File: config.mk
export PLATFORM = sky130hd
export DESIGN_NAME = pot_div
export DESIGN_NICKNAME = d
export VERILOG_FILES = /design/src/rtl/pot_pkg.sv /design/src/rtl/pot_div.sv
export SDC_FILE = /design/constraint.sdc
export NUM_CORES = 1
export LEC_CHECK = 0
export ABC_AREA = 1
export BUFFER_PORTS_ARGS = -buffer_cell sky130_fd_sc_hd__buf_2
export CORE_UTILIZATION = 45
export CTS_BUF_LIST = sky130_fd_sc_hd__clkbuf_4 sky130_fd_sc_hd__clkbuf_8
export CTS_CLUSTER_SIZE = 8
export DETAILED_ROUTE_END_ITERATION = 10
export HOLD_SLACK_MARGIN = 0.15
export PLACE_DENSITY = 0.61
export SLEW_MARGIN = 20
export SYNTH_ARGS = -nofsm -noshare
export SYNTH_HDL_FRONTEND = slang
export SYNTH_SLANG_ARGS = --single-unit
File: constraint.sdc
create_clock -name clk -period 14.4 [get_ports clk]
set_input_delay 2.16 -clock clk [delete_from_list [all_inputs] [get_ports clk]]
set_output_delay 2.16 -clock clk [all_outputs]
set_load 0.01 [all_outputs]
File: src/rtl/pot_pkg.sv
// Shared types, constants and fixed-point helpers for the planar odometry PD tracker.
package pot_pkg;

  localparam int TRIG_BITS  = 10;
  localparam int TRIG_DEPTH = 1 << TRIG_BITS;
  localparam int TRIG_QUAD  = TRIG_DEPTH / 4;
  localparam int TRIG_HALF  = TRIG_DEPTH / 2;

  localparam int SCALE_X    = 256;
  localparam int SCALE_Y    = 256;
  localparam int SCALE_TURN = 256;

  localparam longint PIH_Q30 = 64'sd1686629713;

  localparam int CFG_IW = 3;
  localparam int CFG_DW = 16;
  localparam logic [CFG_IW-1:0] CFG_GAIN_P_X    = CFG_IW'(0);
  localparam logic [CFG_IW-1:0] CFG_GAIN_D_X    = CFG_IW'(1);
  localparam logic [CFG_IW-1:0] CFG_GAIN_P_Y    = CFG_IW'(2);
  localparam logic [CFG_IW-1:0] CFG_GAIN_D_Y    = CFG_IW'(3);
  localparam logic [CFG_IW-1:0] CFG_GAIN_P_TURN = CFG_IW'(4);
  localparam logic [CFG_IW-1:0] CFG_GAIN_D_TURN = CFG_IW'(5);
  localparam logic [CFG_IW-1:0] CFG_TICK_PERIOD = CFG_IW'(6);
  localparam logic [CFG_DW-1:0] TICK_RESET      = CFG_DW'(66);

  localparam int MUL_AW = 52;
  localparam int MUL_BW = 18;
  localparam int MUL_PW = 70;
  localparam int MUL_CW = $clog2(MUL_BW - 1);
  localparam int DIV_AW = 64;
  localparam int DIV_BW = 25;
  localparam int DIV_CW = $clog2(DIV_AW);

  localparam int EW = 72;
  typedef logic signed [EW-1:0] ext_t;

  localparam ext_t I32_MAX  = ext_t'(64'sd2147483647);
  localparam ext_t I32_MIN  = ext_t'(-64'sd2147483648);
  localparam ext_t C24_MAX  = ext_t'(8388607);
  localparam ext_t C24_MIN  = ext_t'(-8388608);
  localparam ext_t C40_MAX  = ext_t'(64'sd1099511627776);
  localparam ext_t C40_MIN  = ext_t'(-64'sd1099511627776);
  localparam ext_t DEG5     = ext_t'(5 * 65536);
  localparam ext_t DEG180   = ext_t'(180 * 65536);
  localparam ext_t DEG360   = ext_t'(360 * 65536);
  localparam ext_t HALF16   = ext_t'(32768);
  localparam ext_t HALF32   = ext_t'(64'sd2147483648);
  localparam ext_t YAW_BIAS = ext_t'(50);
  localparam ext_t BLEND_BIAS = ext_t'(2);
  localparam logic [DIV_BW-1:0] DIV_DEG360 = DIV_BW'(360 * 65536);
  localparam logic [DIV_BW-1:0] DIV_YAW    = DIV_BW'(100);
  localparam logic [DIV_BW-1:0] DIV_BLEND  = DIV_BW'(5);

  typedef enum logic [4:0] {
    ST_IDLE, ST_IDX1, ST_LOOK1, ST_VXC, ST_VYS, ST_TDX, ST_VYC, ST_VXS, ST_TDY,
    ST_YAW, ST_VZD, ST_BLEND, ST_SNAP, ST_ERR, ST_IDX2, ST_LOOK2, ST_KP, ST_KD,
    ST_DDIV, ST_FXC, ST_FYS, ST_FYC, ST_FXS, ST_FIN
  } st_t;

  typedef struct packed {
    logic              start;
    logic [MUL_AW-1:0] a;
    logic [MUL_BW-1:0] b;
  } mul_req_t;

  typedef struct packed {
    logic              done;
    logic [MUL_PW-1:0] p;
  } mul_rsp_t;

  typedef struct packed {
    logic              start;
    logic [DIV_AW-1:0] a;
    logic [DIV_BW-1:0] b;
  } div_req_t;

  typedef struct packed {
    logic              done;
    logic [DIV_AW-1:0] q;
  } div_rsp_t;

  typedef logic [16:0] trig_tab_t [0:TRIG_QUAD];

  function automatic longint shift_sub_div(input longint num, input longint den);
    longint quo;
    longint rem;
    quo = 0;
    rem = 0;
    for (int i = 62; i >= 0; i--) begin
      rem = (rem <<< 1) | ((num >>> i) & 64'sd1);
      quo = quo <<< 1;
      if (rem >= den) begin
        rem = rem - den;
        quo = quo | 64'sd1;
      end
    end
    return quo;
  endfunction

  function automatic trig_tab_t build_trig();
    trig_tab_t tab;
    longint    x;
    longint    term;
    longint    sum;
    longint    p;
    for (int k = 0; k <= TRIG_QUAD; k++) begin
      p = longint'(k) <<< (32 - TRIG_BITS);
      x = (p * PIH_Q30) >>> 30;
      sum = x;
      term = x;
      for (int n = 1; n <= 6; n++) begin
        term = (((term * x) >>> 30) * x) >>> 30;
        term = shift_sub_div(term, longint'((2 * n) * (2 * n + 1)));
        if (n[0]) sum = sum - term;
        else sum = sum + term;
      end
      sum = (sum + 64'sd8192) >>> 14;
      tab[k] = 17'(sum);
    end
    return tab;
  endfunction

  localparam trig_tab_t TRIG_TAB = build_trig();

  function automatic logic signed [17:0] sin_at(input logic [TRIG_BITS-1:0] k);
    logic [TRIG_BITS-2:0] f;
    logic signed [17:0]   mag;
    f = k[TRIG_BITS-2:0];
    if (int'(f) > TRIG_QUAD) f = (TRIG_BITS-1)'(TRIG_HALF - int'(f));
    mag = signed'({1'b0, TRIG_TAB[f]});
    return k[TRIG_BITS-1] ? -mag : mag;
  endfunction

  function automatic logic signed [31:0] sat32(input ext_t v);
    priority if (v > I32_MAX) return 32'(I32_MAX);
    else if (v < I32_MIN) return 32'(I32_MIN);
    else return 32'(v);
  endfunction

  function automatic logic signed [23:0] clamp24(input ext_t v);
    priority if (v > C24_MAX) return 24'(C24_MAX);
    else if (v < C24_MIN) return 24'(C24_MIN);
    else return 24'(v);
  endfunction

  function automatic logic signed [41:0] clamp40(input ext_t v);
    priority if (v > C40_MAX) return 42'(C40_MAX);
    else if (v < C40_MIN) return 42'(C40_MIN);
    else return 42'(v);
  endfunction

endpackage

File: src/rtl/pot_div.sv
// Restoring serial divider with floor rounding, one quotient bit per cycle.
module pot_div (
  input  logic               clk,
  input  logic               rst_n,
  input  pot_pkg::div_req_t  req,
  output pot_pkg::div_rsp_t  rsp
);

  logic                             busy_r;
  logic                             fin_r;
  logic                             done_r;
  logic [pot_pkg::DIV_CW-1:0]       cnt_r;
  logic                             neg_r;
  logic [pot_pkg::DIV_AW-1:0]       q_r;
  logic [pot_pkg::DIV_BW-1:0]       rem_r;
  logic [pot_pkg::DIV_BW-1:0]       b_r;
  logic [pot_pkg::DIV_AW-1:0]       res_r;
  logic [pot_pkg::DIV_BW:0]         trial;
  logic                             ge;

  always_comb begin
    trial = {rem_r, q_r[pot_pkg::DIV_AW-1]};
    ge    = trial >= {1'b0, b_r};
  end

  always_ff @(posedge clk) begin
    if (!rst_n) begin
      busy_r <= 1'b0;
      fin_r  <= 1'b0;
      done_r <= 1'b0;
      cnt_r  <= '0;
    end else begin
      done_r <= 1'b0;
      fin_r  <= 1'b0;
      if (req.start) begin
        busy_r <= 1'b1;
        cnt_r  <= pot_pkg::DIV_CW'(pot_pkg::DIV_AW - 1);
      end else if (busy_r) begin
        if (cnt_r == '0) begin
          busy_r <= 1'b0;
          fin_r  <= 1'b1;
        end else begin
          cnt_r <= cnt_r - 1'b1;
        end
      end else if (fin_r) begin
        done_r <= 1'b1;
      end
    end
  end

  always_ff @(posedge clk) begin
    if (req.start) begin
      neg_r <= req.a[pot_pkg::DIV_AW-1];
      q_r   <= req.a[pot_pkg::DIV_AW-1] ? -req.a : req.a;
      rem_r <= '0;
      b_r   <= req.b;
    end else if (busy_r) begin
      rem_r <= ge ? pot_pkg::DIV_BW'(trial - {1'b0, b_r}) : pot_pkg::DIV_BW'(trial);
      q_r   <= {q_r[pot_pkg::DIV_AW-2:0], ge};
    end else if (fin_r) begin
      res_r <= neg_r ? -(q_r + pot_pkg::DIV_AW'(rem_r != '0)) : q_r;
    end
  end

  assign rsp.done = done_r;
  assign rsp.q    = res_r;

endmodule

# --- Word level (Yosys, flattened, before mapping) ---
# Index checks and enable logic that the tools add are counted.
totals:
  wordCells: 39
  inputBits: 92
  mem_bits_ro: 0
  n_memories: 0
  ram_bits: 0
  latch_bits: 0
  regBits: 188
op_classes:
  order_cmp: 1
  muxes: 13
  multipliers: 0
  add_sub_neg: 5
  n_bitwise: 3
  n_eq_ne: 1
  n_shift: 0
  n_reduce_logical: 7
  div: 0
op_table:
  columns: ["operator", "count"]
  rows:
  - ["$mux W64", 4]
  - ["$neg A64 Y64", 2]
  - ["$add A64 B1 Y64", 1]
  - ["$ge A26 B25 Y1", 1]
  - ["$mux W25", 1]
  - ["$reduce_bool A25 Y1", 1]
  - ["$sub A25 B25 Y25", 1]
  - ["$mux W6", 3]
  - ["$logic_not A6 Y1", 1]
  - ["$reduce_or A3 Y1", 2]
  - ["$sub A6 B1 Y6 const B", 1]
  - ["$mux W1", 5]
  - ["$not A1 Y1", 3]
  - ["$reduce_and A3 Y1", 1]
  - ["$ne A2 B2 Y1 const B", 1]
  - ["$reduce_and A2 Y1", 1]
  - ["$reduce_bool A2 Y1", 1]

# --- Longest topological paths before layout ---
depth:
  depth_word: 4
  ltp_mapped: 19
  mapped_depth_nobuf: 19

# --- Worst setup path after synthesis ---
# OpenSTA, ideal clock, no wires.
synth_path:
  path_kind: "input to register"
  from: "in req[89] (netlist bit)"
  to: "reg res_r[0] (netlist bit) (enable)"
  required_time_ns: 13.914
  n_path_buf: 1
  setup_ns: 0.486
  slack_ns: 7.586
  arrival_ns: 6.328
  cell_stages: 4
  path_cell_list: "buf_2 > nor2_2 > inv_1 > nor2_1"
synth_between:
  elab_chain_cells: 2
synth_lines:
  columns: ["element", "line_no", "text"]
  rows:
  - ["start, declared", "pot_div.sv:5", "input pot_pkg::div_req_t req,"]
  - ["$not A1 Y1 (no source line)", null, null]
  - ["$reduce_and A3 Y1 (no source line)", null, null]
  - ["end signal, assigned", "pot_div.sv:61", "res_r <= neg_r ? -(q_r + pot_pkg::DIV_AW'(rem_r != '0)) : q_r;"]
  - ["end, declared", "pot_div.sv:17", "logic [pot_pkg::DIV_AW-1:0] res_r;"]
# Every way passes these cells.
# A chain may end at the register's enable or synchronous reset.

# --- Worst setup path in the final report ---
layout_path:
  from: "in req[89] (netlist bit)"
  to: "reg res_r[54] (netlist bit) (enable)"
# Same word-level chain as after synthesis.

==> flow_summary_export.csv <==
group,metric,value,unit
clocking,cts_tree,"built",
timing,rsz0062_at_grt,"no",
finish,finalNonFillerCells,3506,
timing,period_minus_slack,4.08,ns
critical_path,critPathMostFrequentCell,"buf_4",
worst_hold_path,hold_start,"rem_r[17]",
die,die_width,199,um
job,maxCapViolCount,0,
routing,drt-initial-drc-count,1331,
logic_synthesis,synthesis.nets,3034,
clocking,cts.path.max_buffers,2,
global_route,grt_pass1_vias,16700,
clocking,post-cts-setup-buffer-count,0,
die,die_area,0.0398,mm2
finish,final_common_cell,"nand2_1",
routing,post-route-drc-count,0,
critical_path,path_max_fanout,67,
global_route,antenna_found_initial,3,
routing,finalWirelength,58.9,mm
logic_synthesis,avgSynthCellArea,6.17,um2
critical_path,worstPathCellList,"buf_4 > nor2_2 > buf_4 > inv_2 > buf_4 > nor2_4 > buf_4",
routing,firstDrtPassIters,8,
finish,drive_gt1_share,8.05,%
logic_synthesis,syn_inst,2846,
critical_path,crit_path_start_kind,"primary input",
global_route,grt_max_degree,77,
clocking,cts_buffers,17,
pwr,power_density,92.3,mW/mm2
finish,syn2layout_area_growth,9.44,%
worst_hold_path,hp-class,"reg -> reg",
die,die_h,199,um
timing,fmax,0.245,GHz
worst_hold_path,hold_path_depth,2,
logic_synthesis,async_reset_ff_share,0,%
timing,hold_slack,0.482,ns
logic_synthesis,synth-main-ff-cell,"edfxtp_1",
timing,fin_crit_sh,28.3,%
placement,dp_hpwl,48.3,mm
critical_path,rr_startpoint,"rem_r[4]",
worst_hold_path,hold_end,"rem_r[17]",
routing,routedWlPerCell,16.8,um
critical_path,reg2reg_depth,19,
clocking,cts-root-buf,"clkbuf_8",
pwr,leakagePower,10.2,nW
critical_path,crit_required,14.58,ns
routing,avgViaCountPerCell,5.12,
die,coreArea,0.0380,mm2
clocking,ctsHoldBuffers,0,
clocking,clk_pin_slew,0.11,ns
placement,preCtsSetupSlack,9.76,ns
finish,fillCellCount,4130,
logic_synthesis,synth_enable_flop_cells,154,
logic_synthesis,synth_cell_types,49,
logic_synthesis,yosysWarnings,0,
clocking,cts.htree.levels,4,
global_route,grt-ovfl-total,0,
placement,place_congestion,0.963,
critical_path,worstSetupPathType,"in -> reg",
timing,drv_slew,0,
timing,skew,0.0157,ns
finish,final_cell_mix,"nand2_1 (1071), inv_1 (563), nor2_1 (241)",
placement,io_buffers,156,
timing,setup_violations,0,
finish,final-seq-area,0.00531,mm2
logic_synthesis,syn-cell-area,0.0176,mm2
finish,finish.utilization,50.5,%
clocking,cts.sinks,188,
timing,slew_headroom,39.9,%
placement,place_inst,3472,
die,start_util,46.2,%
critical_path,cp_slowest_stage_delay,0.62,ns
logic_synthesis,ys_ff_latch,188,
die,ios,157,
logic_synthesis,ys_seq_area_share,30.2,%
routing,vias,18000,
finish,multi_input_area,0.00989,mm2
critical_path,crit_arrival,4.26,ns
critical_path,r2r_slack,10.40,ns
global_route,grt_pass1_wl,90.8,mm
finish,layout.nets,3168,
timing,worst_slack,10.32,ns
timing,hold_viol,0,
timing,worst_pin_slew,0.902,ns
global_route,grt_usage,30.3,%
timing,fin_setup_tns,0,ns
critical_path,reg2reg_to,"res_r[41]",
pwr,irDropWorstVdd,71.0,uV
clocking,clock_latency,0.55,ns
clocking,cts-resized-gates,0,
die,rows,71,
critical_path,worst_path_max_delay_cell,"buf_4",
critical_path,end_kind,"flip-flop",
outcome,status,"finished, final reports clean",
routing,ant_nets,0,
==> flip-flops by register name, summed over array words and instances, names as in the netlist <==
name,cells
b_r,25
neg_r,1
rem_r,25
cnt_r,6
fin_r,1
busy_r,1
done_r,1
q_r,64
res_r,64
==> routing by layer <==
metal	vias up	wire (um)	global-route usage, %
met5	-	10	0
met4	2	1840	11.7
met3	78	3350	4.17
met2	518	27900	51.4
met1	8230	25700	38.9
li1	9139	-	-
==> critical path: cells and delay by family <==
family                 cells  cell delay [ns]
AND/OR/NAND/NOR            2             0.31
buffers and inverters      5             1.55
==> synthesized netlist by cell type (16+ instances only) <==
cell	count	share of area, %
a21oi_1	69	2.0
clkbuf_1	35	0.75
dfxtp_1	34	3.9
edfxtp_1	154	26
ha_1	95	6.8
inv_1	566	12
nand2_1	1071	23
nand3_1	178	5.1
nand3b_1	16	0.68
nand4_1	60	2.1
nor2_1	242	5.2
nor3_1	22	0.63
o21ai_0	122	3.5
xnor2_1	40	2.0
xor2_1	30	1.5
==> how the worst max path moves through the flow <==
stage,from,to,cells after the start
floorplan,req[89],res_r[0],4
global placement,req[89],cnt_r[5],10
detailed placement,req[89],res_r[54],7
CTS,req[89],res_r[44],7
global route,req[89],cnt_r[5],11
finish,req[89],res_r[54],7
==> stage by stage <==
step | total power, W | instance area, um2
final | 0.00177 | 19200
after global routing | 0.00189 | 19200
after CTS | 0.00177 | 19200
after detailed placement | 0.00141 | 18800
after global placement | 0.00140 | 18800
after floorplan | 0.00118 | 17600
==> power by group <==
part	internal, W	leakage [nW]	switching (W)
clock	0.000139	0.187	0.000224
combinational	0.000235	8.30	0.000498
sequential	0.000639	1.76	0.0000373
==> kinds of logic (layout without fill, tap and decap cells) <==
logic type | Yosys count | after routing | share of synthesized area [%]
XOR/XNOR | 70 | 70 | 3.49
flip-flops | 188 | 188 | 30.2
buffers and inverters | 621 | 768 | 13.5
AO/OA/AOI/OAI | 237 | 237 | 7.25
other | 0 | 2 | 0
AND/OR/NAND/NOR | 1634 | 1634 | 38.7
adder cells (fa/ha/maj) | 96 | 96 | 6.89
==> layout make-up <==
class / count / area share (%)
Clock buffer: 17 / 1.22
Tap cell: 511 / 3.33
Timing Repair Buffer: 166 / 4.47
Multi-Input combinational cell: 2037 / 51.5
Antenna cell: 2 / 0.0261
Sequential cell: 188 / 27.6
Inverter: 570 / 11.1
Clock inverter: 15 / 0.710
Note: power is estimated with default switching activity, not from simulation.
