$ cat src/rtl/pot_pkg.sv
// Shared types, constants and fixed-point helpers for the planar odometry PD tracker.
package pot_pkg;

  localparam int TRIG_BITS  = 10;
  localparam int TRIG_DEPTH = 1 << TRIG_BITS;
  localparam int TRIG_QUAD  = TRIG_DEPTH / 4;
  localparam int TRIG_HALF  = TRIG_DEPTH / 2;

  localparam int SCALE_X    = 256;
  localparam int SCALE_Y    = 256;
  localparam int SCALE_TURN = 256;

  localparam longint PIH_Q30 = 64'sd1686629713;

  localparam int CFG_IW = 3;
  localparam int CFG_DW = 16;
  localparam logic [CFG_IW-1:0] CFG_GAIN_P_X    = CFG_IW'(0);
  localparam logic [CFG_IW-1:0] CFG_GAIN_D_X    = CFG_IW'(1);
  localparam logic [CFG_IW-1:0] CFG_GAIN_P_Y    = CFG_IW'(2);
  localparam logic [CFG_IW-1:0] CFG_GAIN_D_Y    = CFG_IW'(3);
  localparam logic [CFG_IW-1:0] CFG_GAIN_P_TURN = CFG_IW'(4);
  localparam logic [CFG_IW-1:0] CFG_GAIN_D_TURN = CFG_IW'(5);
  localparam logic [CFG_IW-1:0] CFG_TICK_PERIOD = CFG_IW'(6);
  localparam logic [CFG_DW-1:0] TICK_RESET      = CFG_DW'(66);

  localparam int MUL_AW = 52;
  localparam int MUL_BW = 18;
  localparam int MUL_PW = 70;
  localparam int MUL_CW = $clog2(MUL_BW - 1);
  localparam int DIV_AW = 64;
  localparam int DIV_BW = 25;
  localparam int DIV_CW = $clog2(DIV_AW);

  localparam int EW = 72;
  typedef logic signed [EW-1:0] ext_t;

  localparam ext_t I32_MAX  = ext_t'(64'sd2147483647);
  localparam ext_t I32_MIN  = ext_t'(-64'sd2147483648);
  localparam ext_t C24_MAX  = ext_t'(8388607);
  localparam ext_t C24_MIN  = ext_t'(-8388608);
  localparam ext_t C40_MAX  = ext_t'(64'sd1099511627776);
  localparam ext_t C40_MIN  = ext_t'(-64'sd1099511627776);
  localparam ext_t DEG5     = ext_t'(5 * 65536);
  localparam ext_t DEG180   = ext_t'(180 * 65536);
  localparam ext_t DEG360   = ext_t'(360 * 65536);
  localparam ext_t HALF16   = ext_t'(32768);
  localparam ext_t HALF32   = ext_t'(64'sd2147483648);
  localparam ext_t YAW_BIAS = ext_t'(50);
  localparam ext_t BLEND_BIAS = ext_t'(2);
  localparam logic [DIV_BW-1:0] DIV_DEG360 = DIV_BW'(360 * 65536);
  localparam logic [DIV_BW-1:0] DIV_YAW    = DIV_BW'(100);
  localparam logic [DIV_BW-1:0] DIV_BLEND  = DIV_BW'(5);

  typedef enum logic [4:0] {
    ST_IDLE, ST_IDX1, ST_LOOK1, ST_VXC, ST_VYS, ST_TDX, ST_VYC, ST_VXS, ST_TDY,
    ST_YAW, ST_VZD, ST_BLEND, ST_SNAP, ST_ERR, ST_IDX2, ST_LOOK2, ST_KP, ST_KD,
    ST_DDIV, ST_FXC, ST_FYS, ST_FYC, ST_FXS, ST_FIN
  } st_t;

  typedef struct packed {
    logic              start;
    logic [MUL_AW-1:0] a;
    logic [MUL_BW-1:0] b;
  } mul_req_t;

  typedef struct packed {
    logic              done;
    logic [MUL_PW-1:0] p;
  } mul_rsp_t;

  typedef struct packed {
    logic              start;
    logic [DIV_AW-1:0] a;
    logic [DIV_BW-1:0] b;
  } div_req_t;

  typedef struct packed {
    logic              done;
    logic [DIV_AW-1:0] q;
  } div_rsp_t;

  typedef logic [16:0] trig_tab_t [0:TRIG_QUAD];

  function automatic longint shift_sub_div(input longint num, input longint den);
    longint quo;
    longint rem;
    quo = 0;
    rem = 0;
    for (int i = 62; i >= 0; i--) begin
      rem = (rem <<< 1) | ((num >>> i) & 64'sd1);
      quo = quo <<< 1;
      if (rem >= den) begin
        rem = rem - den;
        quo = quo | 64'sd1;
      end
    end
    return quo;
  endfunction

  function automatic trig_tab_t build_trig();
    trig_tab_t tab;
    longint    x;
    longint    term;
    longint    sum;
    longint    p;
    for (int k = 0; k <= TRIG_QUAD; k++) begin
      p = longint'(k) <<< (32 - TRIG_BITS);
      x = (p * PIH_Q30) >>> 30;
      sum = x;
      term = x;
      for (int n = 1; n <= 6; n++) begin
        term = (((term * x) >>> 30) * x) >>> 30;
        term = shift_sub_div(term, longint'((2 * n) * (2 * n + 1)));
        if (n[0]) sum = sum - term;
        else sum = sum + term;
      end
      sum = (sum + 64'sd8192) >>> 14;
      tab[k] = 17'(sum);
    end
    return tab;
  endfunction

  localparam trig_tab_t TRIG_TAB = build_trig();

  function automatic logic signed [17:0] sin_at(input logic [TRIG_BITS-1:0] k);
    logic [TRIG_BITS-2:0] f;
    logic signed [17:0]   mag;
    f = k[TRIG_BITS-2:0];
    if (int'(f) > TRIG_QUAD) f = (TRIG_BITS-1)'(TRIG_HALF - int'(f));
    mag = signed'({1'b0, TRIG_TAB[f]});
    return k[TRIG_BITS-1] ? -mag : mag;
  endfunction

  function automatic logic signed [31:0] sat32(input ext_t v);
    priority if (v > I32_MAX) return 32'(I32_MAX);
    else if (v < I32_MIN) return 32'(I32_MIN);
    else return 32'(v);
  endfunction

  function automatic logic signed [23:0] clamp24(input ext_t v);
    priority if (v > C24_MAX) return 24'(C24_MAX);
    else if (v < C24_MIN) return 24'(C24_MIN);
    else return 24'(v);
  endfunction

  function automatic logic signed [41:0] clamp40(input ext_t v);
    priority if (v > C40_MAX) return 42'(C40_MAX);
    else if (v < C40_MIN) return 42'(C40_MIN);
    else return 42'(v);
  endfunction

endpackage

$ cat src/rtl/pot_mul.sv
// Shift-add serial multiplier, one multiplier bit per cycle.
module pot_mul (
  input  logic               clk,
  input  logic               rst_n,
  input  pot_pkg::mul_req_t  req,
  output pot_pkg::mul_rsp_t  rsp
);

  logic                                busy_r;
  logic                                done_r;
  logic [pot_pkg::MUL_CW-1:0]          cnt_r;
  logic signed [pot_pkg::MUL_PW-1:0]   acc_r;
  logic signed [pot_pkg::MUL_PW-1:0]   ash_r;
  logic [pot_pkg::MUL_BW-2:0]          bm_r;
  logic signed [pot_pkg::MUL_BW-1:0]   b_in;
  logic signed [pot_pkg::MUL_BW-1:0]   b_abs;
  logic signed [pot_pkg::MUL_PW-1:0]   a_ext;
  logic signed [pot_pkg::MUL_PW-1:0]   a_load;

  always_comb begin
    b_in   = signed'(req.b);
    b_abs  = b_in[pot_pkg::MUL_BW-1] ? -b_in : b_in;
    a_ext  = pot_pkg::MUL_PW'(signed'(req.a));
    a_load = b_in[pot_pkg::MUL_BW-1] ? -a_ext : a_ext;
  end

  always_ff @(posedge clk) begin
    if (!rst_n) begin
      busy_r <= 1'b0;
      done_r <= 1'b0;
      cnt_r  <= '0;
    end else begin
      done_r <= 1'b0;
      if (req.start) begin
        busy_r <= 1'b1;
        cnt_r  <= pot_pkg::MUL_CW'(pot_pkg::MUL_BW - 2);
      end else if (busy_r) begin
        if (cnt_r == '0) begin
          busy_r <= 1'b0;
          done_r <= 1'b1;
        end else begin
          cnt_r <= cnt_r - 1'b1;
        end
      end
    end
  end

  always_ff @(posedge clk) begin
    if (req.start) begin
      acc_r <= '0;
      ash_r <= a_load;
      bm_r  <= b_abs[pot_pkg::MUL_BW-2:0];
    end else if (busy_r) begin
      if (bm_r[0]) acc_r <= acc_r + ash_r;
      ash_r <= ash_r <<< 1;
      bm_r  <= bm_r >> 1;
    end
  end

  assign rsp.done = done_r;
  assign rsp.p    = acc_r;

endmodule

$ cat config.mk
export PLATFORM = sky130hd
export DESIGN_NAME = pot_mul
export DESIGN_NICKNAME = d
export VERILOG_FILES = /design/src/rtl/pot_pkg.sv /design/src/rtl/pot_mul.sv
export SDC_FILE = /design/constraint.sdc
export NUM_CORES = 1
export LEC_CHECK = 0
export BUFFER_PORTS_ARGS = -buffer_cell sky130_fd_sc_hd__buf_2
export CAP_MARGIN = 15
export CORE_UTILIZATION = 41
export DETAILED_ROUTE_END_ITERATION = 8
export PLACE_DENSITY = 0.65
export SETUP_SLACK_MARGIN = 0.5
export SYNTH_ARGS = -nofsm -noshare
export SYNTH_HDL_FRONTEND = slang
export SYNTH_SLANG_ARGS = --single-unit
$ cat constraint.sdc
create_clock -name clk -period 5.87 [get_ports clk]
set_input_delay 0.8805 -clock clk [delete_from_list [all_inputs] [get_ports clk]]
set_output_delay 0.8805 -clock clk [all_outputs]
set_load 0.02 [all_outputs]
## After elaboration in Yosys (flattened, before gate mapping)

Cells that the tools add are included.

| storage, ports and cells | value |
|---|---|
| register bits after elaboration | 164 |
| output and inout bits | 71 |
| word-level logic and storage cells | 35 |

| operators by class | value |
|---|---|
| $add $sub $neg | 4 |
| equality and inequality tests | 1 |
| mux-type cells | 13 |
| bitwise operators | 3 |
| reductions and logical operators | 7 |

Operators with widths:

| operator | count |
|---|---|
| 2-to-1 mux 70 bit | 3 |
| adder 70 bit | 1 |
| negation 52 -> 70 bit | 1 |
| 2-to-1 mux 17 bit | 3 |
| negation 17 bit | 1 |
| 2-to-1 mux 5 bit | 3 |
| AND reduction 2 bit | 3 |
| logical NOT 5 bit | 1 |
| subtractor 5 x 1 -> 5 bit (second input constant) | 1 |
| 2-to-1 mux 1 bit | 4 |
| inverter 1 bit | 3 |
| OR reduction 3 bit | 1 |
| != test 2 bit (second input constant) | 1 |
| nonzero test 2 bit | 1 |
| OR reduction 2 bit | 1 |

## Depth between registers and ports, before layout

| depth | value |
|---|---|
| word-level depth | 4 |
| mapped depth | 13 |
| mapped depth without buffers | 13 |

## Least setup slack after synthesis

No wires, ideal clock.

| path | value |
|---|---|
| path kind | in2reg |
| start point | input req[36] in the netlist's numbering |
| end point | register ash_r[50] in the netlist's numbering, data pin |
| arrival | 3.923 ns |
| required time | 5.609 ns |
| path slack | 1.686 ns |
| cell stages on the path | 9 |
| cell sequence | or4_4 or3_1 or4_4 or4_1 or4_4 or3_4 o41ai_2 xor2_1 a21oi_1 |

| on the way | value |
|---|---|
| cells in the longest elaborated chain, start to end | 3 |

Ends and longest elaborated chain:

| what | RTL line | RTL |
|---|---|---|
| start, declared | pot_mul.sv:5 | `input pot_pkg::mul_req_t req,` |
| negation 52 -> 70 bit | pot_mul.sv:24 | `a_load = b_in[pot_pkg::MUL_BW-1] ? -a_ext : a_ext;` |
| 2-to-1 mux 70 bit | pot_mul.sv:24 |  |
| 2-to-1 mux 70 bit | pot_mul.sv:49 | `if (req.start) begin` |
| end signal, assigned | pot_mul.sv:51 | `ash_r <= a_load;` |
| end signal, assigned | pot_mul.sv:55 | `ash_r <= ash_r <<< 1;` |
| end, declared | pot_mul.sv:13 | `logic signed [pot_pkg::MUL_PW-1:0] ash_r;` |

No other way between the ends.
A chain may end at the register's enable or synchronous reset.

## Worst setup path after layout

| path | value |
|---|---|
| start point | register ash_r[4] in the netlist's numbering |
| end point | register acc_r[63] in the netlist's numbering |

| on the way | value |
|---|---|
| cells in the longest elaborated chain, start to end | 1 |

Ends and longest elaborated chain:

| what | RTL line | RTL |
|---|---|---|
| adder 70 bit | pot_mul.sv:54 | `if (bm_r[0]) acc_r <= acc_r + ash_r;` |
| end signal, assigned | pot_mul.sv:54 |  |
| end, declared | pot_mul.sv:12 | `logic signed [pot_pkg::MUL_PW-1:0] acc_r;` |

No other way between the ends.

==> tab_implementation.tex <==
\begin{tabular}{lr}
\hline
Metric & Value \\
\hline
\multicolumn{2}{l}{\textbf{Run status}} \\
Status & completed \\
\multicolumn{2}{l}{\textbf{Placement}} \\
Port buffer count & 143 \\
Area of placed instances & 12,800 sq um \\
Weighted congestion reported at the end of routability-driven placement & 0.921 \\
HPWL reported at the end of detailed placement & 24,900 microns \\
\multicolumn{2}{l}{\textbf{Synth}} \\
Area contributors post-synth & sky130\_fd\_sc\_hd\_\_edfxtp\_1 (22\%), sky130\_fd\_sc\_hd\_\_dfxtp\_1 (13\%), sky130\_fd\_sc\_hd\_\_a21oi\_1 (8.2\%) \\
Leading register cell type out of synthesis & sky130\_fd\_sc\_hd\_\_edfxtp\_1 \\
Compound-Gate Fraction of Synth Area & 23.7\% \\
Area of the mapped netlist & 11,900 sq um \\
\#FFs+latches synth & 164 \\
Synth Area in Simple Gates & 19.6\% \\
Yosys warnings & 0 \\
Post-synthesis adder-cell area fraction & 7.87\% \\
Number of library cell types mapped by synthesis & 68 \\
Post-synth top area share & 22.0\% \\
Post-synth ARST share & 0\% \\
Mux share of post-synthesis cell area & 1.00\% \\
Synth Area in XOR/XNOR & 8.56\% \\
Synth Area per Inst & 8.21 sq um \\
Synthesized net count & 1,592 \\
Fraction of the yosys area taken by sequential cells & 35.0\% \\
Number of cells produced by synthesis & 1,445 \\
Biggest area consumer among synthesized cells & sky130\_fd\_sc\_hd\_\_edfxtp\_1 \\
Combinational family with the most area after synthesis & compound AO/OA/AOI/OAI gates \\
Post-synth EDFFs & 87 \\
\multicolumn{2}{l}{\textbf{Clock tree}} \\
Post-CTS Setup Repair Bufs & 0 \\
CTS tree & done \\
Root Buffer & sky130\_fd\_sc\_hd\_\_clkbuf\_16 \\
Clock buffers created by TritonCTS & 17 \\
CTS max path bufs & 2 \\
Clock latency reported for the late side of the worst-skew pair & 0.44 ns \\
H-tree Lvls & 4 \\
Clock transition at the registers of the reported paths & 0.07 ns \\
Number of clock sinks seen by CTS & 164 \\
Number of hold-repair buffers added at the cts stage & 0 \\
CTS-repair resized insts & 0 \\
\multicolumn{2}{l}{\textbf{Route}} \\
Residual DRC & 0 \\
Antenna-violating nets left & 0 \\
Ratio of routed vias to standard cells & 5.78 \\
Average wire length per cell after detail routing & 17.6 microns \\
Drt total wl & 33,700 microns \\
Total via count in the routed design & 11,100 \\
Count of TritonRoute iterations in the first routing pass & 7 \\
Starting DRC count in detailed routing & 789 \\
\multicolumn{2}{l}{\textbf{Setup path}} \\
Critical path class & reg2reg \\
Launching element type of the critical path & register \\
Data arrival time at the worst-slack endpoint & 4.97 ns \\
Critical Path Sink Type & register \\
Critical Path RT & 6.19 ns \\
Largest fanout on the critical path & 5 \\
\multicolumn{2}{l}{\textbf{STA}} \\
Setup TNS after final layout & 0 ns \\
Max-slew headroom & 29.0\% \\
Setup violators final & 0 \\
Worst Max-Slew Pin Slew & 1.06 ns \\
Max Slew Vio Count & 0 \\
Highest clock rate & 0.215 GHz \\
Min Clock Period, post-route & 4.64 ns \\
Hold Worst Slack & 0.476 ns \\
Final clock skew & 0.0159 ns \\
Final period util & 79.1\% \\
Number of hold violations in the final report & 0 \\
RSZ-0062 raised after global routing & no \\
\multicolumn{2}{l}{\textbf{Die}} \\
Die area & 29,600 sq um \\
Ports placed on the boundary & 144 \\
DIE HEIGHT & 172 microns \\
Core Box Area & 28,100 sq um \\
Die width & 172 microns \\
Number of placement rows & 61 \\
Starting utilization of the core area & 42.2\% \\
\multicolumn{2}{l}{\textbf{Finish}} \\
Filler cell count in the final layout & 2,842 \\
Area of the multi-input gates & 7200 sq um \\
Leading cell types in the layout, fill and taps excluded & sky130\_fd\_sc\_hd\_\_a21oi\_1 (194), sky130\_fd\_sc\_hd\_\_nand2\_1 (179), sky130\_fd\_sc\_hd\_\_buf\_2 (142), sky130\_fd\_sc\_hd\_\_nor2\_1 (132), sky130\_fd\_sc\_hd\_\_edfxtp\_1 (87) \\
Leading cell type in the layout, fill and taps excluded & sky130\_fd\_sc\_hd\_\_a21oi\_1 \\
Layout net count & 1,675 \\
Final instance area & 13,400 sq um \\
Share of cells above drive strength 1 & 13.8\% \\
Sequential Area & 4150 sq um \\
Finished Core Util & 47.6\% \\
Layout area overhead & 12.7\% \\
\multicolumn{2}{l}{\textbf{Power}} \\
Leakage power & 5.68 nW \\
Switching power total & 1.31 mW \\
Combinational group share of total power & 29.8\% \\
Maximum VDD drop & 0.200 mV \\
Sequential cell fraction of total power & 39.1\% \\
Switching Fraction & 35.9\% \\
Part of the total power dissipated in the clock network & 31.0\% \\
Sum of internal, switching and leakage power & 3.66 mW \\
Total internal power & 2.34 mW \\
Power density relative to cell area & 274 nW/um\^{}2 \\
\multicolumn{2}{l}{\textbf{GRT}} \\
Pin count of the biggest net entering global routing & 94 \\
Antenna violations before repair & 3 \\
Via count of the first global-routing pass & 10,400 \\
Aggregate global routing overflow & 0 \\
GRT Overall Usage & 22.8\% \\
Wire length of the first global-routing pass & 53,400 microns \\
\multicolumn{2}{l}{\textbf{Job}} \\
Max Cap Viol & 0 \\
\multicolumn{2}{l}{\textbf{Hold path}} \\
Min-Delay Path Class & reg2reg \\
\hline
\end{tabular}
==> routing by layer <==
layer	global-route usage [%]	vias to the layer above	part of all wire [%]
met1	31.1	5206	45
li1	-	5438	-
met2	36.4	390	45
met5	0	-	0.050
met3	4.88	53	7.2
met4	6.27	2	2.0
==> cells in the mapped netlist, types with 24 or more instances <==
master                     number
sky130_fd_sc_hd__nor2_1       132
sky130_fd_sc_hd__a21o_1        39
sky130_fd_sc_hd__a21oi_1      194
sky130_fd_sc_hd__clkbuf_1      73
sky130_fd_sc_hd__ha_1          73
sky130_fd_sc_hd__nand4_1       38
sky130_fd_sc_hd__nand3_1       26
sky130_fd_sc_hd__xor2_1        82
sky130_fd_sc_hd__edfxtp_1      87
sky130_fd_sc_hd__nand2_1      180
sky130_fd_sc_hd__inv_1         44
sky130_fd_sc_hd__o31ai_1       24
sky130_fd_sc_hd__xnor2_1       34
sky130_fd_sc_hd__o21ai_0       78
sky130_fd_sc_hd__dfxtp_1       77
==> path summary, 6_finish.rpt <==
path              startpoint         to  slack [ns]  cells past startpoint
setup / recovery    ash_r[4]  acc_r[63]        1.23                     11
hold reg to reg    acc_r[21]  acc_r[21]        0.48                      2
hold / removal     acc_r[21]  acc_r[21]        0.48                      2
setup reg to reg    ash_r[4]  acc_r[63]        1.23                     11
==> kinds of logic after synthesis <==
| group | after synthesis |
|---|---|
| flip-flops | 164 |
| XOR/XNOR | 116 |
| AND/OR/NAND/NOR | 493 |
| multiplexers | 11 |
| AO/OA/AOI/OAI | 457 |
| buffers and inverters | 130 |
| adder cells (fa/ha/maj) | 74 |
==> flip-flops by register name, summed over array words and instances (netlist names) <==
register  cells
acc_r        70
ash_r        70
bm_r         17
cnt_r         5
busy_r        1
done_r        1
==> layout make-up <==
class                      count  share of cell area (%)
inverter                      44                    1.24
antenna                        1                  0.0187
sequential                   164                    31.1
clock buffer                  18                    3.21
tap                          378                    3.54
multi-input combinational   1151                    53.9
clock inverter                14                    1.08
timing repair buffer         150                    5.94
==> metrics by stage <==
stage | std cells | setup slack (ns)
floorplan | 1445 | 1.69
global placement | 1886 | 1.32
detailed placement | 1886 | 1.26
CTS | 1918 | 1.32
global route | 1919 | 1.07
finish | 1920 | 1.23
==> critical path: stages, from the launching register on <==
cell and delay, ns:
sky130_fd_sc_hd__edfxtp_1 0.39, sky130_fd_sc_hd__ha_1 0.38, sky130_fd_sc_hd__o211ai_1 0.13, sky130_fd_sc_hd__o211ai_1 0.20, sky130_fd_sc_hd__or4b_2 0.67, sky130_fd_sc_hd__o31ai_1 0.49
sky130_fd_sc_hd__a31oi_1 0.27, sky130_fd_sc_hd__o41ai_1 0.90, sky130_fd_sc_hd__a31oi_1 0.33, sky130_fd_sc_hd__o31ai_2 0.40, sky130_fd_sc_hd__nor2_1 0.09, sky130_fd_sc_hd__a211o_1 0.27
==> power groups by stage <==
stage,Sequential [mW],Combinational (mW),Clock [mW]
after floorplan,1.47,0.746,0
after global placement,1.45,1.06,0
after detailed placement,1.46,1.07,0
after CTS,1.43,1.08,1.15
after global routing,1.45,1.21,1.19
final,1.43,1.09,1.13
(Power assumes the default switching activity.)
